==> src/sv/sfcd_pkg.sv <==
// Shared types and constants for the sensor frame CRC decoder.
// No dependencies.
`timescale 1ns / 1ps

package sfcd_pkg;

    localparam int FRAME_BYTES = 8;
    localparam int CRC_LEN     = FRAME_BYTES - 2;
    localparam int POS_W       = $clog2(FRAME_BYTES);

    localparam logic [15:0]      CRC_INIT = 16'hFFFF;
    localparam logic [15:0]      CRC_POLY = 16'hA001;
    localparam logic [POS_W-1:0] LAST_POS = POS_W'(FRAME_BYTES - 1);
    localparam logic [POS_W-1:0] CRC_END  = POS_W'(CRC_LEN);

    localparam logic [7:0] SIGN_BIT = 8'h80;
    localparam logic [7:0] MAG_MASK = 8'h7F;

    typedef logic [7:0] t_byte;

    typedef struct packed {
        logic               last;
        logic               ok;
        logic signed [15:0] temp;
        logic [15:0]        hum;
    } t_frame_res;

endpackage

==> src/sv/sensor_frame_crc_decode.sv <==
// Sensor reply frame decoder: top level with input and result registers.
// Depends on sfcd_pkg and sfcd_frame.
`timescale 1ns / 1ps
//
// Usage:
//   Input channel  i_in_valid / o_in_ready carries one frame byte per item
//   (i_rx_byte) and i_frame_start, which marks byte 0 and restarts the frame.
//   Result channel o_out_valid / i_out_ready carries one item after every
//   eighth byte: o_frame_ok and the held humidity and temperature in tenths.
//   Readings are updated only when the received CRC-16 (bytes 6 low, 7 high)
//   matches the one computed over bytes 0 to 5.
//   Throughput: one byte per cycle unless a last byte waits on a pending
//   result; the byte-wide CRC update is combinational between the input
//   register and the result register, which a last byte passes in turn.
//   Reset (synchronous, active low) clears position, CRC and held readings
//   and drops any item in flight.
//   Stall: while a result waits, bytes that give no result keep flowing;
//   a last byte waits in the input register, and o_in_ready drops only
//   when that register is held.

module sensor_frame_crc_decode (
    input  logic               i_clk,
    input  logic               i_rst_n,
    input  logic               i_in_valid,
    output logic               o_in_ready,
    input  logic [7:0]         i_rx_byte,
    input  logic               i_frame_start,
    output logic               o_out_valid,
    input  logic               i_out_ready,
    output logic               o_frame_ok,
    output logic signed [15:0] o_temperature_tenths,
    output logic [15:0]        o_humidity_tenths
);
    import sfcd_pkg::*;

    logic               r_in_valid;
    t_byte              r_in_byte;
    logic               r_in_start;
    logic               r_out_valid;
    logic               r_ok;
    logic signed [15:0] r_temp;
    logic [15:0]        r_hum;

    t_frame_res res;
    logic       out_free, s1_fire, in_fire;

    assign out_free   = !r_out_valid || i_out_ready;
    assign s1_fire    = r_in_valid && (!res.last || out_free);
    assign o_in_ready = !r_in_valid || s1_fire;
    assign in_fire    = i_in_valid && o_in_ready;

    sfcd_frame u_frame (
        .i_clk   (i_clk),
        .i_rst_n (i_rst_n),
        .i_fire  (s1_fire),
        .i_data  (r_in_byte),
        .i_start (r_in_start),
        .o_res   (res)
    );

    always_ff @(posedge i_clk) begin
        if (!i_rst_n) begin
            r_in_valid  <= 1'b0;
            r_out_valid <= 1'b0;
        end else begin
            if (in_fire) begin
                r_in_valid <= 1'b1;
            end else if (s1_fire) begin
                r_in_valid <= 1'b0;
            end
            if (s1_fire && res.last) begin
                r_out_valid <= 1'b1;
            end else if (i_out_ready) begin
                r_out_valid <= 1'b0;
            end
        end
    end

    always_ff @(posedge i_clk) begin
        if (in_fire) begin
            r_in_byte  <= i_rx_byte;
            r_in_start <= i_frame_start;
        end
        if (s1_fire && res.last) begin
            r_ok   <= res.ok;
            r_temp <= res.temp;
            r_hum  <= res.hum;
        end
    end

    assign o_out_valid          = r_out_valid;
    assign o_frame_ok           = r_ok;
    assign o_temperature_tenths = r_temp;
    assign o_humidity_tenths    = r_hum;

`ifndef ASSERT_OFF
    a_no_overwrite: assert property (@(posedge i_clk) disable iff (!i_rst_n)
        (r_out_valid && !i_out_ready) |-> !(s1_fire && res.last))
        else $error("pending result overwritten");
    a_in_held: assert property (@(posedge i_clk) disable iff (!i_rst_n)
        (r_in_valid && !s1_fire) |=> (r_in_valid && $stable(r_in_byte)
                                      && $stable(r_in_start)))
        else $error("stalled input item lost");
    a_reset_idle: assert property (@(posedge i_clk)
        !i_rst_n |=> (!o_out_valid && !r_in_valid))
        else $error("items survive reset");
`endif

endmodule

==> src/sv/sfcd_crc8.sv <==
// Byte-wide reflected CRC-16 update, eight bit steps unrolled.
// Depends on sfcd_pkg.
`timescale 1ns / 1ps

module sfcd_crc8 (
    input  logic [15:0]   i_crc,
    input  sfcd_pkg::t_byte i_data,
    output logic [15:0]   o_crc
);
    import sfcd_pkg::*;

    always_comb begin
        logic [15:0] c;
        c = i_crc ^ {8'h00, i_data};
        for (int k = 0; k < 8; k++) begin
            if (c[0]) begin
                c = (c >> 1) ^ CRC_POLY;
            end else begin
                c = c >> 1;
            end
        end
        o_crc = c;
    end

endmodule

==> src/sv/sfcd_frame.sv <==
// Frame state: byte position, running CRC, byte store and held readings.
// Depends on sfcd_pkg and sfcd_crc8.
`timescale 1ns / 1ps

module sfcd_frame (
    input  logic                  i_clk,
    input  logic                  i_rst_n,
    input  logic                  i_fire,
    input  sfcd_pkg::t_byte       i_data,
    input  logic                  i_start,
    output sfcd_pkg::t_frame_res  o_res
);
    import sfcd_pkg::*;

    logic [POS_W-1:0]   r_pos, n_pos;
    logic [15:0]        r_crc, n_crc;
    t_byte              r_store [FRAME_BYTES];
    logic signed [15:0] r_temp, n_temp;
    logic [15:0]        r_hum, n_hum;

    logic [POS_W-1:0] pos;
    logic [15:0]      crc_base, crc_upd, crc_eff;
    logic [14:0]      mag;
    logic             ok;

    assign pos      = i_start ? '0 : r_pos;
    assign crc_base = i_start ? CRC_INIT : r_crc;

    sfcd_crc8 u_crc (
        .i_crc  (crc_base),
        .i_data (i_data),
        .o_crc  (crc_upd)
    );

    // The current byte is byte 7 whenever the result is formed.
    assign crc_eff = (pos < CRC_END) ? crc_upd : crc_base;
    assign ok      = ({i_data, r_store[6]} == crc_eff);
    assign mag     = {r_store[4][6:0] & MAG_MASK[6:0], r_store[5]};

    always_comb begin
        n_pos  = r_pos;
        n_crc  = r_crc;
        n_temp = r_temp;
        n_hum  = r_hum;
        if (i_fire) begin
            if (pos == LAST_POS) begin
                n_pos = '0;
                n_crc = CRC_INIT;
                if (ok) begin
                    if ((r_store[4] & SIGN_BIT) != 8'h00) begin
                        n_temp = -$signed({1'b0, mag});
                    end else begin
                        n_temp = $signed({1'b0, mag});
                    end
                    n_hum = {r_store[2], r_store[3]};
                end
            end else begin
                n_pos = pos + POS_W'(1);
                n_crc = crc_eff;
            end
        end
    end

    assign o_res.last = (pos == LAST_POS);
    assign o_res.ok   = ok;
    assign o_res.temp = n_temp;
    assign o_res.hum  = n_hum;

    always_ff @(posedge i_clk) begin
        if (!i_rst_n) begin
            r_pos  <= '0;
            r_crc  <= CRC_INIT;
            r_temp <= '0;
            r_hum  <= '0;
        end else begin
            r_pos  <= n_pos;
            r_crc  <= n_crc;
            r_temp <= n_temp;
            r_hum  <= n_hum;
        end
    end

    always_ff @(posedge i_clk) begin
        if (i_fire) begin
            r_store[pos] <= i_data;
        end
    end

`ifndef ASSERT_OFF
    a_wrap: assert property (@(posedge i_clk) disable iff (!i_rst_n)
        (i_fire && o_res.last) |=> (r_pos == '0 && r_crc == CRC_INIT))
        else $error("frame state not restarted after last byte");
    a_hold_mid: assert property (@(posedge i_clk) disable iff (!i_rst_n)
        (i_fire && !o_res.last) |=> ($stable(r_temp) && $stable(r_hum)))
        else $error("held readings changed mid-frame");
    a_hold_bad: assert property (@(posedge i_clk) disable iff (!i_rst_n)
        (i_fire && o_res.last && !o_res.ok) |=> ($stable(r_temp) && $stable(r_hum)))
        else $error("held readings changed on CRC mismatch");
`endif

endmodule
==> config.mk <==
export PLATFORM = sky130hd
export DESIGN_NAME = sensor_frame_crc_decode
export DESIGN_NICKNAME = d
export VERILOG_FILES = /design/src/sv/sfcd_pkg.sv /design/src/sv/sensor_frame_crc_decode.sv /design/src/sv/sfcd_crc8.sv /design/src/sv/sfcd_frame.sv
export SDC_FILE = /design/constraint.sdc
export NUM_CORES = 1
export LEC_CHECK = 0
export ABC_AREA = 1
export ABC_CLOCK_PERIOD_IN_PS = 7890
export BUFFER_PORTS_ARGS = -buffer_cell sky130_fd_sc_hd__buf_2
export CAP_MARGIN = 20
export CORE_ASPECT_RATIO = 0.6
export CORE_MARGIN = 2
export CORE_UTILIZATION = 60
export CTS_CLUSTER_SIZE = 30
export DETAILED_ROUTE_END_ITERATION = 8
export GPL_TIMING_DRIVEN = 0
export HOLD_SLACK_MARGIN = 0.12
export PLACE_DENSITY = 0.8
export SLEW_MARGIN = 0
export SYNTH_ARGS = -nofsm -noshare
export SYNTH_HDL_FRONTEND = slang
export SYNTH_SLANG_ARGS = --single-unit
export TNS_END_PERCENT = 100
==> constraint.sdc <==
create_clock -name i_clk -period 7.89 [get_ports i_clk]
set_input_delay 1.578 -clock i_clk [delete_from_list [all_inputs] [get_ports i_clk]]
set_output_delay 1.578 -clock i_clk [all_outputs]
set_load 0.01 [all_outputs]
Word level (Yosys, flattened, before mapping)
Memory sizes are Yosys's and may differ from the RTL's. Cells that the tools add are included.

Memories: 1. Input bits: 13. Word-level logic and storage cells: 63. Register bits after elaboration: 95. Memory bits (writable): 64.

Memory list: u_frame.r_store (words 8, bits a word 8, rd ports 5, clocked after memory_dff 0, write ports 1, line sfcd_frame.sv:17) `t_byte r_store [FRAME_BYTES];`.

Bitwise operators: 9. $add $sub $neg: 2. Equality and inequality tests: 2. Reduce and logical (&&, ||, !) cells: 11. Magnitude comparators: 1. Multiplexer cells: 26.

Operators by type and width (number): $mux W16 (18); $not A2 Y3 (8); $eq A16 B16 Y1 (1); $neg A15 Y16 (1); $xor A16 B8 Y16 (1); $mux W1 (6); $mux W3 (2); $reduce_bool A2 Y1 (2); $add A3 B1 Y3 const B (1); $eq A3 B3 Y1 const B (1); $logic_and A1 B1 Y1 (3); $logic_not A1 Y1 (3); $logic_or A1 B1 Y1 (3); $lt A3 B3 Y1 const B (1).

Longest topological paths before layout
Depth in word-level cells: 23. Mapped depth: 22. Mapped depth without buffers: 21.

Modules after synthesis
A second synthesis with hierarchy kept.

Cell total of the unflattened synthesis: 771. Area, all modules: 6596.3 sq um.

By module, submodules not included: sfcd_frame (seq. area each 2222.1 sq um, instances 1, cells each 645, area each 4768.3 sq um); sensor_frame_crc_decode (seq. area each 1301.2 sq um, instances 1, cells each 61, area each 1382.6 sq um); sfcd_crc8 (seq. area each 0.0 sq um, instances 1, cells each 65, area each 445.4 sq um).

Worst setup path before layout
OpenSTA, ideal clock, no wires.

Path type: in2reg. Start: input port i_out_ready. End: register r_temp[10], in the netlist o_temperature_tenths[10], data pin. Slack: 4.014 ns. Stages on the path: 10. Library setup time: 0.253 ns. Required time: 7.637 ns. Arrival: 3.623 ns. Path through: nor2_1 -> nand2_1 -> nand2_1 -> inv_1 -> nand2_1 -> clkinv_1 -> clkbuf_1 -> nand4_1 -> nand2_1 -> inv_1.

RTL lines: start: declaration (line sensor_frame_crc_decode.sv:29) `input logic i_out_ready,`; end signal: assignment (line sensor_frame_crc_decode.sv:86) `r_temp <= res.temp;`; end: declaration (line sensor_frame_crc_decode.sv:41) `logic signed [15:0] r_temp;`.

Final worst setup path
Start: input port i_out_ready. End: output port o_in_ready.

Cells in the longest elaborated chain, start to end: 4.

Ends and longest elaborated chain: $logic_or A1 B1 Y1 (line sensor_frame_crc_decode.sv:47) `assign out_free = !r_out_valid || i_out_ready;`; $logic_or A1 B1 Y1 (line sensor_frame_crc_decode.sv:48) `assign s1_fire = r_in_valid && (!res.last || out_free);`; $logic_and A1 B1 Y1 (line sensor_frame_crc_decode.sv:48); $logic_or A1 B1 Y1 (line sensor_frame_crc_decode.sv:49) `assign o_in_ready = !r_in_valid || s1_fire;`; end: declaration (line sensor_frame_crc_decode.sv:25) `output logic o_in_ready,`.

No other way between the ends.

==> reports/results.md <==
| Step | Result | Value |
|---|---|---|
| grt | Largest net degree at the start of global routing | 42 |
| sta | Final TNS setup | 0 ns |
| routing | DRC violations left | 0 |
| logic synthesis | Sequential fraction of the synthesis area | 56.4% |
| run | Total of max-cap violations | 0 |
| clock tree | Cells resized by post-CTS repair | 0 |
| power and ir drop | Power density relative to cell area | 231 mW/mm^2 |
| logic synthesis | Cell types with the largest area share after synthesis | sky130_fd_sc_hd__edfxtp_1 39%, sky130_fd_sc_hd__dfxtp_1 17%, sky130_fd_sc_hd__nand2_1 12%, sky130_fd_sc_hd__inv_1 8.0%, sky130_fd_sc_hd__nor2_1 3.7% |
| worst setup path | CP max FO | 3 |
| clock tree | Clock Pin Slew Worst Setup and Hold Paths | 0.06 ns |
| logic synthesis | Synthesized netlist net count | 752 |
| status | Run status | finished clean |
| routing | Final routed wirelength across all metal layers | 14300 um |
| grt | Residual overflow from global routing | 0 |
| sta | Unrepaired setup endpoints after global routing | no |
| routing | Average wire length per cell after detail routing | 15.0 um |
| clock tree | Root buffer selected by CTS | sky130_fd_sc_hd__clkbuf_16 |
| final layout | Filler-free cell count of the finished design | 953 |
| hold path | Number of cells traversed by the worst hold path | 2 |
| sta | Clock period minus worst slack | 3.79 ns |
| logic synthesis | Post-synthesis instance area | 0.00624 sq mm |
| final layout | Final antenna diode count | 0 |
| logic synthesis | FF+latch count, synth | 135 |
| routing | Routed Antenna Nets | 0 |
| worst setup path | Reg-to-Reg End | o_humidity_tenths[3]$_DFFE_PP_ |
| clock tree | Hold bufs inserted after CTS | 0 |
| clock tree | Clk buf depth | 2 |
| sta | Final Hold Viols | 0 |
| worst setup path | Kind of cell adding the most delay to the critical path | simple AND/OR/NAND/NOR gates |
| sta | Part of the cycle the worst path needs | 48.0% |
| die | Horizontal die dimension | 136 um |
| worst setup path | Nature of the critical path startpoint | input port |
| clock tree | Buffers inserted by post-CTS timing repair | 0 |
| final layout | Fraction of layout cells with a size suffix above 1 | 13.6% |
| worst setup path | Capturing element type of the critical path | output pin |
| sta | Maximum achievable frequency | 264 MHz |
| placed design | Routability cong. | 0.982 |
| worst setup path | Critical path type | input port to output pin |
| worst setup path | FF-to-FF setup slack | 4.80 ns |
| worst setup path | Arr. time, crit path | 2.21 ns |
| sta | Rel. slew slack | 50.2% |
| routing | Via density per instance | 5.37 |
| logic synthesis | Synth unique cells | 34 |
| routing | Via total after detailed routing | 5116 |
| die | I/O pin count | 48 |
| logic synthesis | Count of flip-flops with a built-in enable after synthesis | 82 |
| die | Row cnt | 28 |
| hold path | Tightest Hold Check Type | flop to flop |
| grt | First-pass GRT wire length | 23900 um |
| clock tree | Total clock buffers created by CTS | 17 |
| routing | Number of design-rule violations left by the first detailed-router iteration | 537 |
| worst setup path | Critical path's slowest cell | sky130_fd_sc_hd__nor2_1 |
| power and ir drop | Leakage power | 3.54 nW |
| worst setup path | Crit path cell chain | buf_2 -> nor2_1 -> nand3_1 -> buf_2 |
| final layout | Layout area overhead | 16.1% |
| die | Effective utilization at floorplan | 62.5% |
| logic synthesis | Asr flop ratio synth | 0% |
| die | Chip Height | 83.0 um |
| routing | Detailed-routing iteration count for the pre-antenna-repair pass | 5 |
| clock tree | H-tree Lvls | 4 |
| die | Area enclosed by the die boundary | 0.0113 sq mm |
| logic synthesis | Leading area contributor after synthesis | sky130_fd_sc_hd__edfxtp_1 |
| worst setup path | CP Data Required Time | 6.31 ns |
| clock tree | Latest clock arrival within the worst-skew pair | 0.41 ns |
| grt | Antenna violations before repair | 0 |
| grt | Total global-route track usage | 27.6% |
| sta | Total count of max-transition violations in the final report | 0 |
| placed design | Post-placement worst setup slack | 4.14 ns |
| placed design | IO buf count | 47 |
| final layout | Layout Nets | 821 |
| logic synthesis | Number of standard cells after synthesis | 736 |
| logic synthesis | Total of warnings raised by yosys | 0 |
| hold path | Capture endpoint of the worst hold path | u_frame.r_crc[11]$_SDFFE_PN1P_ |
| worst setup path | Crit-path most repeated cell | sky130_fd_sc_hd__buf_2 |
| logic synthesis | Mean Syn Cell Area | 8.48 sq um |
| sta | Smallest setup slack after layout | 4.10 ns |
| power and ir drop | IR Drop Worst-Case VDD | 234 uV |
| grt | Via count of the first global-routing pass | 4915 |
| clock tree | CTS tree | built |
| clock tree | TritonCTS Sinks | 135 |
| worst setup path | Reg-to-reg startpoint | r_in_start$_DFFE_PP_ |
| sta | Count of final setup violators | 0 |
| die | Core Box Area | 0.00998 sq mm |
| logic synthesis | Most instantiated flip-flop cell in the synthesis netlist | sky130_fd_sc_hd__edfxtp_1 |
| worst setup path | Number of buffers and inverters on the critical path | 2 |
| worst setup path | Delay of the slowest critical-path stage | 0.18 ns |
| worst setup path | Depth of the worst register-to-register path | 18 |
| logic synthesis | Area fraction of the dominant cell type after synthesis | 39.4% |
| placed design | Half-perimeter wire length after placement | 9980 um |
| sta | Pin slew with the least headroom to its limit | 0.744 ns |
| placed design | Dpl cells | 919 |
| hold path | Start point of the worst hold path | u_frame.r_crc[11]$_SDFFE_PN1P_ |
| sta | Worst setup skew after layout | 0.0101 ns |
[registers in the layout (all words and copies together), names as in the netlist, 3 cells and up]
name                  cells
u_frame.r_temp           16
o_temperature_tenths     16
u_frame.r_pos             3
u_frame.r_crc            16
r_in_byte                 8
u_frame.r_store          40
u_frame.r_hum            16
o_humidity_tenths        16
[layout by cell type (no fill, tap or decap), types with 2 or more instances in the layout]
| master | count |
|---|---|
| sky130_fd_sc_hd__o21ai_0 | 23 |
| sky130_fd_sc_hd__clkinv_2 | 2 |
| sky130_fd_sc_hd__clkbuf_1 | 12 |
| sky130_fd_sc_hd__inv_6 | 2 |
| sky130_fd_sc_hd__buf_2 | 55 |
| sky130_fd_sc_hd__inv_1 | 133 |
| sky130_fd_sc_hd__clkbuf_16 | 17 |
| sky130_fd_sc_hd__nand4_1 | 32 |
| sky130_fd_sc_hd__nor2_2 | 4 |
| sky130_fd_sc_hd__bufinv_16 | 2 |
| sky130_fd_sc_hd__nor2_1 | 62 |
| sky130_fd_sc_hd__nand3_1 | 42 |
| sky130_fd_sc_hd__nand2_2 | 6 |
| sky130_fd_sc_hd__buf_6 | 5 |
| sky130_fd_sc_hd__ha_1 | 3 |
| sky130_fd_sc_hd__dfxtp_1 | 53 |
| sky130_fd_sc_hd__xnor2_1 | 3 |
| sky130_fd_sc_hd__or2_1 | 2 |
| sky130_fd_sc_hd__nand2_1 | 204 |
| sky130_fd_sc_hd__clkinvlp_4 | 3 |
| sky130_fd_sc_hd__inv_2 | 4 |
| sky130_fd_sc_hd__nor4_1 | 2 |
| sky130_fd_sc_hd__edfxtp_1 | 82 |
| sky130_fd_sc_hd__clkbuf_4 | 2 |
| sky130_fd_sc_hd__clkinv_1 | 5 |
| sky130_fd_sc_hd__a21oi_1 | 23 |
| sky130_fd_sc_hd__nor3_1 | 6 |
| sky130_fd_sc_hd__o21ai_1 | 2 |
| sky130_fd_sc_hd__xor2_1 | 13 |
[area by class of cell]
type | count | area (sq um)
timing repair buffer | 50 | 270
sequential | 135 | 3520
clock buffer | 19 | 433
tap | 135 | 169
clock inverter | 13 | 130
inverter | 139 | 522
buffer | 25 | 143
fill | 743 | 2740
multi-input combinational | 437 | 2060
[cells by family (layout without fill, tap and decap cells)]
kind of cell | after synthesis | in the layout | share of synthesized area, %
and+or+nand+nor | 366 | 366 | 25.6
buffers and inverters | 164 | 246 | 10.6
DFF | 135 | 135 | 56.4
AOI/OAI and AO/OA | 51 | 51 | 4.21
xor gates and xnor gates | 17 | 17 | 2.51
adders and majority gates | 3 | 3 | 0.601
[per-stage QoR]
| stage | instance area [sq um] | util (%) | hold slack (ns) | power (mW) |
|---|---|---|---|---|
| after floorplan | 6240 | - | 0.439 | 0.884 |
| after CTS | 7230 | 72.4 | 0.486 | 1.67 |
| after global placement | 6650 | 66.6 | 0.449 | 0.918 |
| final | 7250 | 72.6 | 0.487 | 1.67 |
| after global routing | 7250 | 72.6 | 0.520 | 1.73 |
| after detailed placement | 6670 | 66.8 | 0.471 | 0.926 |
[power breakdown]
group	internal, mW	total (mW)	switching, mW
Clock	0.462	0.755	0.292
Sequential	0.759	0.776	0.0172
Combinational	0.0409	0.142	0.101
Total	1.26	1.67	0.411
[synthesized netlist by cell type, types with 2 or more instances]
library cell,number
sky130_fd_sc_hd__a21oi_1,23
sky130_fd_sc_hd__buf_2,8
sky130_fd_sc_hd__buf_6,5
sky130_fd_sc_hd__clkbuf_1,11
sky130_fd_sc_hd__clkinv_1,2
sky130_fd_sc_hd__dfxtp_1,53
sky130_fd_sc_hd__edfxtp_1,82
sky130_fd_sc_hd__ha_1,3
sky130_fd_sc_hd__inv_1,133
sky130_fd_sc_hd__inv_2,4
sky130_fd_sc_hd__nand2_1,204
sky130_fd_sc_hd__nand2_2,6
sky130_fd_sc_hd__nand3_1,42
sky130_fd_sc_hd__nand4_1,32
sky130_fd_sc_hd__nor2_1,62
sky130_fd_sc_hd__nor2_2,4
sky130_fd_sc_hd__nor3_1,6
sky130_fd_sc_hd__nor4_1,2
sky130_fd_sc_hd__o21ai_0,23
sky130_fd_sc_hd__o21ai_1,2
sky130_fd_sc_hd__or2_1,2
sky130_fd_sc_hd__xnor2_1,3
sky130_fd_sc_hd__xor2_1,13
[worst max-delay path by stage]
stage	cells past startpoint	endpoint	slack (ns)	startpoint
3_3_place_gp	11	o_temperature_tenths[8]$_DFFE_PP_	3.12	i_out_ready
4_1_cts	4	o_in_ready	4.13	i_out_ready
5_1_grt	4	o_in_ready	4.09	i_out_ready
6_report	4	o_in_ready	4.10	i_out_ready
3_5_place_dp	4	o_in_ready	4.14	i_out_ready
2_1_floorplan	10	o_temperature_tenths[10]$_DFFE_PP_	4.01	i_out_ready
[metal layers]
layer / track usage (%) / routed length [um] / up-vias / part of all wire [%]
met5: 0 / 0 / - / 0
met4: 9.00 / 231 / 0 / 1.6
met3: 8.67 / 1490 / 23 / 10
met2: 40.9 / 6340 / 224 / 44
met1: 39.0 / 6250 / 2385 / 44
li1: - / - / 2484 / -
[worst reg2reg max path, stage by stage, from the launching register on]
cell	delay, ns
sky130_fd_sc_hd__edfxtp_1	0.41
sky130_fd_sc_hd__inv_2	0.20
sky130_fd_sc_hd__nand3_2	0.18
sky130_fd_sc_hd__buf_2	0.24
sky130_fd_sc_hd__nand3_1	0.13
sky130_fd_sc_hd__nand2_1	0.08
sky130_fd_sc_hd__nand2_1	0.06
sky130_fd_sc_hd__nand3_1	0.07
sky130_fd_sc_hd__nor2_1	0.18
sky130_fd_sc_hd__nand3_1	0.10
sky130_fd_sc_hd__nor2_1	0.14
sky130_fd_sc_hd__nand2_1	0.06
sky130_fd_sc_hd__nor2_1	0.15
sky130_fd_sc_hd__nand2_2	0.11
sky130_fd_sc_hd__nor2_8	0.16
sky130_fd_sc_hd__buf_2	0.26
sky130_fd_sc_hd__nand4_1	0.17
sky130_fd_sc_hd__nand2_1	0.13
sky130_fd_sc_hd__inv_1	0.04
Note: power is estimated with default switching activity, not from simulation.
